$ cat src/rtl/core/rar_pkg.sv
// Package of the rational arithmetic reducer: operation and status codes,
// sequencer state types and the default operand width.
// Used by rar_reduce, rational_arithmetic_reducer, rar_checker and tb_top.
package rar_pkg;

    localparam int OPERAND_WIDTH_DEF = 16;

    localparam logic [1:0] KIND_ADD = 2'd0;
    localparam logic [1:0] KIND_SUB = 2'd1;
    localparam logic [1:0] KIND_MUL = 2'd2;
    localparam logic [1:0] KIND_DIV = 2'd3;

    localparam logic [1:0] STATUS_OK    = 2'd0;
    localparam logic [1:0] STATUS_ZERO  = 2'd1;
    localparam logic [1:0] STATUS_UNDEF = 2'd2;

    typedef enum logic [2:0] {
        TOP_IDLE,
        TOP_MUL,
        TOP_SUM,
        TOP_REDUCE,
        TOP_HOLD
    } top_state_t;

    typedef enum logic [1:0] {
        RED_IDLE,
        RED_GCD,
        RED_SHIFT,
        RED_DIV
    } red_state_t;

endpackage

$ cat src/rtl/core/rar_reduce.sv
// Reduction of a fraction to lowest terms: binary GCD, one step a cycle,
// then two bit-serial restoring divisions by the GCD.
// Depends on rar_pkg.
module rar_reduce
    import rar_pkg::*;
#(
    parameter int MAG_WIDTH = 2 * OPERAND_WIDTH_DEF
) (
    input  logic                 aclk,
    input  logic                 aresetn,
    input  logic                 start,
    input  logic [MAG_WIDTH-1:0] num_in,
    input  logic [MAG_WIDTH-1:0] den_in,
    output logic                 done,
    output logic [MAG_WIDTH-1:0] num_out,
    output logic [MAG_WIDTH-1:0] den_out
);

    localparam int KW = $clog2(MAG_WIDTH + 1);

    red_state_t state_reg, state_next;

    logic [MAG_WIDTH-1:0] a_reg, b_reg, g_reg, nv_reg, dv_reg, rn_reg, rd_reg;
    logic [KW-1:0]        k_reg, cnt_reg;
    logic                 done_reg;

    logic [MAG_WIDTH:0]   rn_try, rd_try, g_ext;

    assign g_ext  = {1'b0, g_reg};
    assign rn_try = {rn_reg, nv_reg[MAG_WIDTH-1]};
    assign rd_try = {rd_reg, dv_reg[MAG_WIDTH-1]};

    always_comb begin
        state_next = state_reg;
        unique case (state_reg)
            RED_IDLE:  if (start) state_next = RED_GCD;
            RED_GCD:   if (a_reg == '0 || b_reg == '0) state_next = RED_SHIFT;
            RED_SHIFT: if (k_reg == '0) state_next = RED_DIV;
            RED_DIV:   if (cnt_reg == KW'(1)) state_next = RED_IDLE;
            default:   state_next = RED_IDLE;
        endcase
    end

    always_ff @(posedge aclk) begin
        if (!aresetn) begin
            state_reg <= RED_IDLE;
            done_reg  <= 1'b0;
        end else begin
            state_reg <= state_next;
            done_reg  <= (state_reg == RED_DIV) && (cnt_reg == KW'(1));
        end
    end

    always_ff @(posedge aclk) begin
        case (state_reg)
            RED_IDLE: begin
                if (start) begin
                    a_reg  <= num_in;
                    b_reg  <= den_in;
                    nv_reg <= num_in;
                    dv_reg <= den_in;
                    k_reg  <= '0;
                end
            end
            RED_GCD: begin
                if (a_reg == '0 || b_reg == '0) begin
                    g_reg <= a_reg | b_reg;
                end else if (!a_reg[0] && !b_reg[0]) begin
                    a_reg <= a_reg >> 1;
                    b_reg <= b_reg >> 1;
                    k_reg <= k_reg + KW'(1);
                end else if (!a_reg[0]) begin
                    a_reg <= a_reg >> 1;
                end else if (!b_reg[0]) begin
                    b_reg <= b_reg >> 1;
                end else if (a_reg >= b_reg) begin
                    a_reg <= a_reg - b_reg;
                end else begin
                    b_reg <= b_reg - a_reg;
                end
            end
            RED_SHIFT: begin
                if (k_reg == '0) begin
                    cnt_reg <= KW'(MAG_WIDTH);
                    rn_reg  <= '0;
                    rd_reg  <= '0;
                end else begin
                    g_reg <= g_reg << 1;
                    k_reg <= k_reg - KW'(1);
                end
            end
            RED_DIV: begin
                // Dividend registers shift out their top bit and take in quotient bits.
                if (rn_try >= g_ext) begin
                    rn_reg <= MAG_WIDTH'(rn_try - g_ext);
                    nv_reg <= {nv_reg[MAG_WIDTH-2:0], 1'b1};
                end else begin
                    rn_reg <= rn_try[MAG_WIDTH-1:0];
                    nv_reg <= {nv_reg[MAG_WIDTH-2:0], 1'b0};
                end
                if (rd_try >= g_ext) begin
                    rd_reg <= MAG_WIDTH'(rd_try - g_ext);
                    dv_reg <= {dv_reg[MAG_WIDTH-2:0], 1'b1};
                end else begin
                    rd_reg <= rd_try[MAG_WIDTH-1:0];
                    dv_reg <= {dv_reg[MAG_WIDTH-2:0], 1'b0};
                end
                cnt_reg <= cnt_reg - KW'(1);
            end
            default: ;
        endcase
    end

    assign done    = done_reg;
    assign num_out = nv_reg;
    assign den_out = dv_reg;

endmodule

$ cat src/rtl/core/rational_arithmetic_reducer.sv
// Top level of the rational arithmetic reducer: operand capture, serial
// multipliers, signed combine and the output register.
// Depends on rar_pkg and rar_reduce.
//
// Usage: one input item on the s_ channel carries an operation (s_tuser) and
// two fractions num_a/den_a and num_b/den_b (s_tdata). One result item leaves
// on the m_ channel with a status and the sign (m_tuser) and the reduced
// numerator and denominator magnitudes (m_tdata).
// The block works on one item at a time. s_tready is high only while the
// sequencer is idle. An item is accepted, runs through the shift-add
// multipliers and is combined, then goes through the binary GCD (one
// subtract or shift per cycle), the scaling of the GCD back up by the
// common factors of two, the two serial divisions and the hand-over of
// the result. Undefined results skip the arithmetic; a zero numerator
// skips the reduction.
// Reset clears the sequencer and the output valid; the data
// registers are not reset.
// While the receiver stalls, the finished result waits in the output
// register; the next item is still accepted and computed, and its result
// waits in the sequencer until the output register has been taken.
module rational_arithmetic_reducer
    import rar_pkg::*;
#(
    parameter int OPERAND_WIDTH = OPERAND_WIDTH_DEF
) (
    input  logic        aclk,
    input  logic        aresetn,
    input  logic        s_tvalid,
    output logic        s_tready,
    // num_a [15:0], den_a [31:16], num_b [47:32], den_b [63:48]
    input  logic [63:0] s_tdata,
    // kind [1:0]
    input  logic [1:0]  s_tuser,
    output logic        m_tvalid,
    input  logic        m_tready,
    // num_mag [31:0], den_mag [62:32], padding [63]
    output logic [63:0] m_tdata,
    // status [1:0], negative [2]
    output logic [2:0]  m_tuser
);

    localparam int W  = OPERAND_WIDTH;
    localparam int MW = 2 * W;
    localparam int CW = $clog2(W + 1);

    top_state_t state_reg, state_next;

    logic [W-1:0] na, da, nb, db;
    logic [W-1:0] ma_n, ma_d, mb_n, mb_d;
    logic [W-1:0] x1, y1, x2, y2, xd, yd;
    logic         s1, s2, sd, undef_in;

    logic [MW-1:0] c1_reg, c2_reg, cd_reg, p1_reg, p2_reg, pd_reg;
    logic [W-1:0]  m1_reg, m2_reg, md_reg;
    logic [CW-1:0] cnt_reg;
    logic          s1_reg, s2_reg, sd_reg;

    logic [MW-1:0] sum_mag;
    logic          sum_sign, neg_reg;
    logic [1:0]    status_reg;

    logic          red_start, red_done;
    logic [MW-1:0] red_num, red_den, qn_reg, qd_reg;

    logic          m_tvalid_reg, load_out;
    logic [1:0]    out_status_reg;
    logic          out_neg_reg;
    logic [31:0]   out_num_reg;
    logic [30:0]   out_den_reg;

    assign na = W'(s_tdata[15:0]);
    assign da = W'(s_tdata[31:16]);
    assign nb = W'(s_tdata[47:32]);
    assign db = W'(s_tdata[63:48]);

    assign ma_n = na[W-1] ? W'(-na) : na;
    assign ma_d = da[W-1] ? W'(-da) : da;
    assign mb_n = nb[W-1] ? W'(-nb) : nb;
    assign mb_d = db[W-1] ? W'(-db) : db;

    always_comb begin
        x1 = ma_n;
        y1 = mb_d;
        x2 = mb_n;
        y2 = ma_d;
        xd = ma_d;
        yd = mb_d;
        s1 = na[W-1] ^ db[W-1];
        s2 = nb[W-1] ^ da[W-1];
        sd = da[W-1] ^ db[W-1];
        case (s_tuser)
            KIND_SUB: s2 = ~s2;
            KIND_MUL: begin
                y1 = mb_n;
                x2 = '0;
                s1 = na[W-1] ^ nb[W-1];
            end
            KIND_DIV: begin
                x2 = '0;
                yd = mb_n;
                sd = da[W-1] ^ nb[W-1];
            end
            default: ;
        endcase
    end

    // Undefined if an input denominator is zero, or if a zero divisor in a division gives a zero denominator.
    assign undef_in = (da == '0) || (db == '0) || ((s_tuser == KIND_DIV) && (nb == '0));

    // Signed-magnitude sum of the two cross products.
    always_comb begin
        if (s1_reg == s2_reg) begin
            sum_mag  = p1_reg + p2_reg;
            sum_sign = s1_reg;
        end else if (p1_reg >= p2_reg) begin
            sum_mag  = p1_reg - p2_reg;
            sum_sign = s1_reg;
        end else begin
            sum_mag  = p2_reg - p1_reg;
            sum_sign = s2_reg;
        end
    end

    assign load_out = (state_reg == TOP_HOLD) && (!m_tvalid_reg || m_tready);

    always_comb begin
        state_next = state_reg;
        unique case (state_reg)
            TOP_IDLE:   if (s_tvalid) state_next = undef_in ? TOP_HOLD : TOP_MUL;
            TOP_MUL:    if (cnt_reg == CW'(1)) state_next = TOP_SUM;
            TOP_SUM:    state_next = (sum_mag == '0) ? TOP_HOLD : TOP_REDUCE;
            TOP_REDUCE: if (red_done) state_next = TOP_HOLD;
            TOP_HOLD:   if (load_out) state_next = TOP_IDLE;
            default:    state_next = TOP_IDLE;
        endcase
    end

    always_comb begin
        s_tready  = (state_reg == TOP_IDLE);
        red_start = (state_reg == TOP_SUM) && (sum_mag != '0);
    end

    always_ff @(posedge aclk) begin
        if (!aresetn) begin
            state_reg    <= TOP_IDLE;
            m_tvalid_reg <= 1'b0;
        end else begin
            state_reg <= state_next;
            if (load_out) begin
                m_tvalid_reg <= 1'b1;
            end else if (m_tready) begin
                m_tvalid_reg <= 1'b0;
            end
        end
    end

    always_ff @(posedge aclk) begin
        case (state_reg)
            TOP_IDLE: begin
                if (s_tvalid) begin
                    c1_reg     <= MW'(x1);
                    c2_reg     <= MW'(x2);
                    cd_reg     <= MW'(xd);
                    m1_reg     <= y1;
                    m2_reg     <= y2;
                    md_reg     <= yd;
                    p1_reg     <= '0;
                    p2_reg     <= '0;
                    pd_reg     <= '0;
                    s1_reg     <= s1;
                    s2_reg     <= s2;
                    sd_reg     <= sd;
                    cnt_reg    <= CW'(W);
                    status_reg <= STATUS_UNDEF;
                end
            end
            TOP_MUL: begin
                if (m1_reg[0]) p1_reg <= p1_reg + c1_reg;
                if (m2_reg[0]) p2_reg <= p2_reg + c2_reg;
                if (md_reg[0]) pd_reg <= pd_reg + cd_reg;
                c1_reg  <= c1_reg << 1;
                c2_reg  <= c2_reg << 1;
                cd_reg  <= cd_reg << 1;
                m1_reg  <= m1_reg >> 1;
                m2_reg  <= m2_reg >> 1;
                md_reg  <= md_reg >> 1;
                cnt_reg <= cnt_reg - CW'(1);
            end
            TOP_SUM: begin
                neg_reg    <= sum_sign ^ sd_reg;
                status_reg <= (sum_mag == '0) ? STATUS_ZERO : STATUS_OK;
            end
            TOP_REDUCE: begin
                if (red_done) begin
                    qn_reg <= red_num;
                    qd_reg <= red_den;
                end
            end
            default: ;
        endcase
        if (load_out) begin
            out_status_reg <= status_reg;
            unique case (status_reg)
                STATUS_OK: begin
                    out_neg_reg <= neg_reg;
                    out_num_reg <= 32'(qn_reg);
                    out_den_reg <= 31'(qd_reg);
                end
                STATUS_ZERO: begin
                    out_neg_reg <= 1'b0;
                    out_num_reg <= '0;
                    out_den_reg <= 31'd1;
                end
                default: begin
                    out_neg_reg <= 1'b0;
                    out_num_reg <= '0;
                    out_den_reg <= '0;
                end
            endcase
        end
    end

    rar_reduce #(
        .MAG_WIDTH(MW)
    ) u_reduce (
        .aclk    (aclk),
        .aresetn (aresetn),
        .start   (red_start),
        .num_in  (sum_mag),
        .den_in  (pd_reg),
        .done    (red_done),
        .num_out (red_num),
        .den_out (red_den)
    );

    assign m_tvalid = m_tvalid_reg;
    assign m_tdata  = {1'b0, out_den_reg, out_num_reg};
    assign m_tuser  = {out_neg_reg, out_status_reg};

endmodule

$ cat config.mk
export PLATFORM = sky130hd
export DESIGN_NAME = rational_arithmetic_reducer
export DESIGN_NICKNAME = d
export VERILOG_FILES = /design/src/rtl/core/rar_pkg.sv /design/src/rtl/core/rar_reduce.sv /design/src/rtl/core/rational_arithmetic_reducer.sv
export SDC_FILE = /design/constraint.sdc
export NUM_CORES = 2
export LEC_CHECK = 0
export ABC_AREA = 1
export BUFFER_PORTS_ARGS = -buffer_cell sky130_fd_sc_hd__buf_2
export CORE_ASPECT_RATIO = 0.75
export CORE_MARGIN = 8
export CORE_UTILIZATION = 55
export DETAILED_ROUTE_END_ITERATION = 10
export GPL_TIMING_DRIVEN = 0
export PLACE_DENSITY = 0.72
export SLEW_MARGIN = 20
export SYNTH_ARGS = -nofsm -noshare
export SYNTH_HDL_FRONTEND = slang
export SYNTH_SLANG_ARGS = --single-unit
$ cat constraint.sdc
create_clock -name aclk -period 9.8 [get_ports aclk]
set_input_delay 1.96 -clock aclk [delete_from_list [all_inputs] [get_ports aclk]]
set_output_delay 1.96 -clock aclk [all_outputs]
set_load 0.02 [all_outputs]
# --- Word level (Yosys, flattened, before mapping) ---
# Index checks and enable logic that the tools add are counted.
totals:
  reg_bits: 623
  in_bits: 70
  out_inout_bits: 69
  word_cells: 232
classes:
  add_sub_neg: 18
  order_cmp: 4
  eq_ne: 32
  n_mux: 86
  n_bitwise: 7
  reduce_logical: 49
ops:
  columns: ["op", "count"]
  rows:
  - ["32-bit 2-to-1 mux", 26]
  - ["32-bit case mux with 2 select lines", 13]
  - ["32-bit subtractor", 6]
  - ["16-bit 2-to-1 mux", 10]
  - ["32-bit adder", 4]
  - ["32-bit logical NOT", 3]
  - ["16-bit case mux with 2 select lines", 3]
  - ["33-bit by 32-bit greater-or-equal comparator with 1-bit output", 2]
  - ["32-bit greater-or-equal comparator", 2]
  - ["16-bit negator", 4]
  - ["31-bit case mux with 2 select lines", 1]
  - ["16-bit logical NOT", 3]
  - ["32-bit OR", 1]
  - ["32-bit nonzero test", 1]
  - ["6-bit 2-to-1 mux", 5]
  - ["2-bit inequality test (second input constant)", 10]
  - ["3-bit 2-to-1 mux", 6]
  - ["6-bit case mux with 3 select lines", 1]
  - ["3-bit case mux with 5 select lines", 1]
  - ["3-bit AND reduction", 5]
  - ["5-bit AND reduction", 3]
  - ["2-bit nonzero test", 7]
  - ["4-bit inequality test (second input constant)", 3]
  - ["6-bit case mux with 2 select lines", 1]
  - ["31 further kinds", 75]

# --- Longest topological paths before layout ---
depth:
  ltp_word: 7
  depth_mapped: 27
  ltp_nobuf: 26

# --- Modules after synthesis ---
# Synthesis repeated with hierarchy kept, for this count alone.
unflattened:
  hier_cells: 6764
  hier_area_um2: 49332.3
by_module_without_submodules:
  columns: ["module", "instances", "cells_per_inst", "area_each_um2", "seq_area_each_um2"]
  rows:
  - ["rational_arithmetic_reducer", 1, 3744, 28404.7, 11491.0]
  - ["rar_reduce", 1, 3020, 20927.6, 7146.9]

# --- Least setup slack after synthesis ---
# OpenSTA, ideal clock, no wires.
synth_path:
  path_kind: "input port to flip-flop"
  from: "in m_tready"
  to: "reg out_den_reg[0], enable pin"
  setup_ns: 0.653
  t_arrival_ns: 8.249
  required_ns: 9.147
  setup_slack_ns: 0.897
  stages: 2
  path_buffers: 0
  path_cell_list: "nor2_1 > nor4_1"
synth_via:
  elab_chain_cells: 2
synth_rtl:
  columns: ["item", "line", "source"]
  rows:
  - ["start, declared", "rational_arithmetic_reducer.sv:35", "input logic m_tready,"]
  - ["1-bit logical OR", "rational_arithmetic_reducer.sv:124", "assign load_out = (state_reg == TOP_HOLD) && (!m_tvalid_reg || m_tready);"]
  - ["1-bit logical AND", "rational_arithmetic_reducer.sv:124", null]
  - ["net load_out", "rational_arithmetic_reducer.sv:65", "logic m_tvalid_reg, load_out;"]
  - ["end signal, assigned", "rational_arithmetic_reducer.sv:207", "out_den_reg <= 31'(qd_reg);"]
  - ["end, declared", "rational_arithmetic_reducer.sv:69", "logic [30:0] out_den_reg;"]
# The timed path passes the listed nets, and every way through them passes these cells.
# A chain may end at the register's enable or synchronous reset.

# --- Worst setup path in the final report ---
layout_path:
  from: "reg p1_reg[25]"
  to: "reg u_reduce.nv_reg[31] (netlist: u_reduce.num_out[31]), enable pin"
layout_via:
  elab_chain_cells: 7
  word_cells_on_any_way: 10
  classes_between: "add/sub (3); order compare (1); eq/ne (1); mux (2); reduce/logical (3)"
layout_rtl:
  columns: ["item", "line", "source"]
  rows:
  - ["start, declared", "rational_arithmetic_reducer.sv:53", "logic [MW-1:0] c1_reg, c2_reg, cd_reg, p1_reg, p2_reg, pd_reg;"]
  - ["start signal, assigned", "rational_arithmetic_reducer.sv:178", "if (m1_reg[0]) p1_reg <= p1_reg + c1_reg;"]
  - ["32-bit subtractor, or another cell as far along", "rational_arithmetic_reducer.sv:119", "sum_mag = p2_reg - p1_reg;"]
  - ["32-bit 2-to-1 mux", "rational_arithmetic_reducer.sv:115", "end else if (p1_reg >= p2_reg) begin"]
  - ["32-bit 2-to-1 mux *", "rational_arithmetic_reducer.sv:112", "if (s1_reg == s2_reg) begin"]
  - ["32-bit nonzero test *", "rational_arithmetic_reducer.sv:140", "red_start = (state_reg == TOP_SUM) && (sum_mag != '0);"]
  - ["1-bit logical AND *", "rational_arithmetic_reducer.sv:140", null]
  - ["2-bit inequality test (no line) *", null, null]
  - ["2-bit AND reduction (no line) *", null, null]
  - ["end signal, assigned", "rar_reduce.sv:60", "nv_reg <= num_in;"]
  - ["end signal, assigned", "rar_reduce.sv:96", "nv_reg <= {nv_reg[MAG_WIDTH-2:0], 1'b1};"]
  - ["end signal, assigned", "rar_reduce.sv:99", "nv_reg <= {nv_reg[MAG_WIDTH-2:0], 1'b0};"]
  - ["end, declared", "rar_reduce.sv:23", "logic [MAG_WIDTH-1:0] a_reg, b_reg, g_reg, nv_reg, dv_reg, rn_reg, rd_reg;"]
# Every way passes the cells marked *; elsewhere a longest branch is shown, timed or not.

==> flow_metrics.tcl <==
set metrics [dict create \
    critical_path_required_ns 10.11 \
    clock_tree.htree_level_count 3 \
    rows 92 \
    asyncSetResetFlopFracSynth_pct 0 \
    synth_top_cells_by_area "sky130_fd_sc_hd__edfxtp_1 40%, sky130_fd_sc_hd__nand2_1 10%, sky130_fd_sc_hd__ha_1 9.7%" \
    finalClockSkew_ns 0.0408 \
    post_drt_via_cell_ratio 5.80 \
    route.final.wire_length_um 161000 \
    max_freq_mhz 187 \
    clock-sinks 623 \
    post_cts.repair.setup_buffers 0 \
    run_status "complete, no violations" \
    mappedNetlistArea_sq_mm 0.0466 \
    initial_drc_count 5574 \
    grt_pass1_wl_um 239000 \
    initial_antenna_violation_count 1 \
    end_kind "flip-flop" \
    via_count 42900 \
    avgSynthCellArea_sq_um 7.79 \
    proportion_of_layout_cells_with_a_drive_suffix_above_1_pct 6.58 \
    synth.net_count 6428 \
    gr-max-usage-layer "met1" \
    floorplan.die_area_sq_mm 0.0944 \
    global_route.overflow_total 0 \
    globalRouteMet3Util_pct 10.5 \
    syn2layout_area_growth_pct 10.3 \
    report.final.setup_viol 0 \
    synth_flop_cell "sky130_fd_sc_hd__edfxtp_1" \
    mostFrequentLayoutCells "1293 x sky130_fd_sc_hd__nand2_1, 962 x sky130_fd_sc_hd__inv_1, 659 x sky130_fd_sc_hd__nor2_1" \
    cts.clk_slew.worst_paths_ns 0.06 \
    finalNetCount 6656 \
    worst-slew-pin-transition_ns 1.19 \
    drtPass1Iterations 8 \
    pin_count 139 \
    timing.setup.critical_path_class "flip-flop to flip-flop" \
    crit_path_frequent_cell "sky130_fd_sc_hd__nand2_1" \
    setup_repair_after_global_routing_missed_its_margin "false" \
    min_period_ns 5.33 \
    max_slew_margin_pct 20.4 \
    floorplan.core_area_sq_mm 0.0840 \
    crit_fanout 23 \
    cts-resized-gates 0 \
    hold_removal_path_class "flip-flop to flip-flop" \
    floorplan.die.width_um 352 \
    mostFrequentLayoutCell "sky130_fd_sc_hd__nand2_1" \
    cp_data_arrival_time_ns 5.65 \
    synth-edff-count 616 \
    final.period_utilization_pct 54.4 \
    synth_seq_cells 623 \
    critical-path-max-stage-delay_ns 0.75 \
    synth_cell_type_count 71 \
    synth_seq_area_share_pct 40.0 \
    clock_path_buffers 3 \
    placed_area_sq_mm 0.0492 \
    tritoncts_clock_tree "done" \
    met2_usage_pct 44.1 \
    dpl.cell_count 7272 \
    start_util_pct 55.4 \
    post-dp-hpwl_um 131000 \
    final-instance-count-excl-fill 7390 \
    route.antenna.remaining_nets 0 \
    maxCapViolCount 0 \
    synth_top_cell_by_area "sky130_fd_sc_hd__edfxtp_1" \
    cts_root_buffer "sky130_fd_sc_hd__clkbuf_16" \
    dieHeight_um 268 \
    maxSlewViolCount 0 \
    wl_per_cell_um 21.8 \
    num_antenna_cells 0 \
    timing.reg2reg.setup_slack_ns 4.47 \
    cp-start-kind "flip-flop" \
    postSynthCellCount 5984 \
    io_buffer_count 134 \
    groute.layer.met1.usage_pct 50.7 \
    design_area_sq_mm 0.0514 \
    timing.critical_path.slowest_stage_cell "sky130_fd_sc_hd__edfxtp_1" \
    globalplace.congestion 1.01 \
    yosys_warns 0 \
    synth_top_area_share_pct 39.7 \
    worstPathCellList "inv_1 > ha_1 > buf_2 > nand2_2 > nor2_4 > inv_1 > nor3_4 > nand2_4 > nand2_4 > buf_6 > nand3_1 > nand2_1 > nand2_1 > nand2_1 > nor2_1 > nand2_1 > nor2_1 > nand3_2 > nand2_2 > nand2_4 > inv_1 > a21oi_4 > buf_8 > buf_16" \
    cts-buffers-inserted 66 \
    grtUsageTotal_pct 32.8 \
    first_global_vias 39200 \
    drc_errors 0 \
    grt_start_max_net_pins 55 \
    post_cts_hold_buffer_count 0 \
    hold_viol 0 \
    clk-insertion-delay-late_ns 0.64 \
]
==> cells in the mapped netlist (all sizes together), types with 2 or more instances <==
library cell	n
a221o	2
o21a	47
nor3	51
a21boi	19
buf	57
o32ai	2
o21bai	17
fa	11
and2	4
o311ai	5
xnor2	51
dfxtp	7
a31oi	45
nand4	48
o2111ai	2
or2	11
clkinv	4
o221a	3
nor4	34
nand2	1326
o22a	2
o31ai	12
o21ai	488
edfxtp	616
ha	363
inv	976
xor2	141
a221oi	14
nand3b	9
o22ai	5
o221ai	33
o211ai	35
nor2	670
nand3	232
a21oi	499
nor3b	5
and3	2
a2111oi	2
a21o	17
o41ai	2
clkbuf	108
==> per-layer routing <==
metal  vias to the layer above  wire length (um)
met5                         -                13
met4                         2              3610
met3                       205             22300
met2                      2294             60800
met1                     20000             74400
li1                      20300                 -
==> cell type report <==
class                   count  area [sq um]
fillers                  7634         32600
plain buffers             165           820
well taps                1128          1410
clock buffers              80          1750
inverters                 980          3680
multi-input cells        4216         23500
clock inverters            38           500
repair buffers            160          1080
flip-flops and latches    623         18600
==> path summary, 6_finish.rpt <==
check	end	startpoint	depth (start not counted)
max reg2reg	u_reduce.num_out[31]	p1_reg[25]	24
min reg2reg	qd_reg[15]	u_reduce.den_out[15]	0
max	u_reduce.num_out[31]	p1_reg[25]	24
min	qd_reg[15]	u_reduce.den_out[15]	0
==> worst max-delay path: cells and delay by family, from the launching register on <==
kind / cells / cell delay [ns]
adders and majority gates: 1 / 0.30
buffers and inverters: 7 / 1.25
AOI/OAI and AO/OA: 1 / 0.43
and+or+nand+nor: 15 / 2.26
DFF: 1 / 0.75
==> per-stage QoR <==
step | util (%) | setup WS (ns) | setup TNS, ns | hold WS, ns
floorplan | - | 0.897 | 0 | 0.427
global placement | 57.9 | -2.63 | -212.40 | 0.434
detailed placement | 58.5 | 4.71 | 0 | 0.432
CTS | 61.2 | 4.66 | 0 | 0.448
global route | 61.2 | 4.32 | 0 | 0.462
finish | 61.2 | 4.47 | 0 | 0.448
==> cell families after synthesis <==
logic type	count (synthesis)	share of synthesized area, %
AOI/OAI and AO/OA	1256	15.1
xor gates and xnor gates	192	3.61
adders and majority gates	374	10.2
buffers and inverters	1145	9.66
DFF	623	40.0
muxes	1	0.0215
other	1	0.00805
and+or+nand+nor	2392	21.4
Power is left out: the tool's default activity adds up to more than one toggle a clock period on the data nets, which glitch-free logic cannot reach.
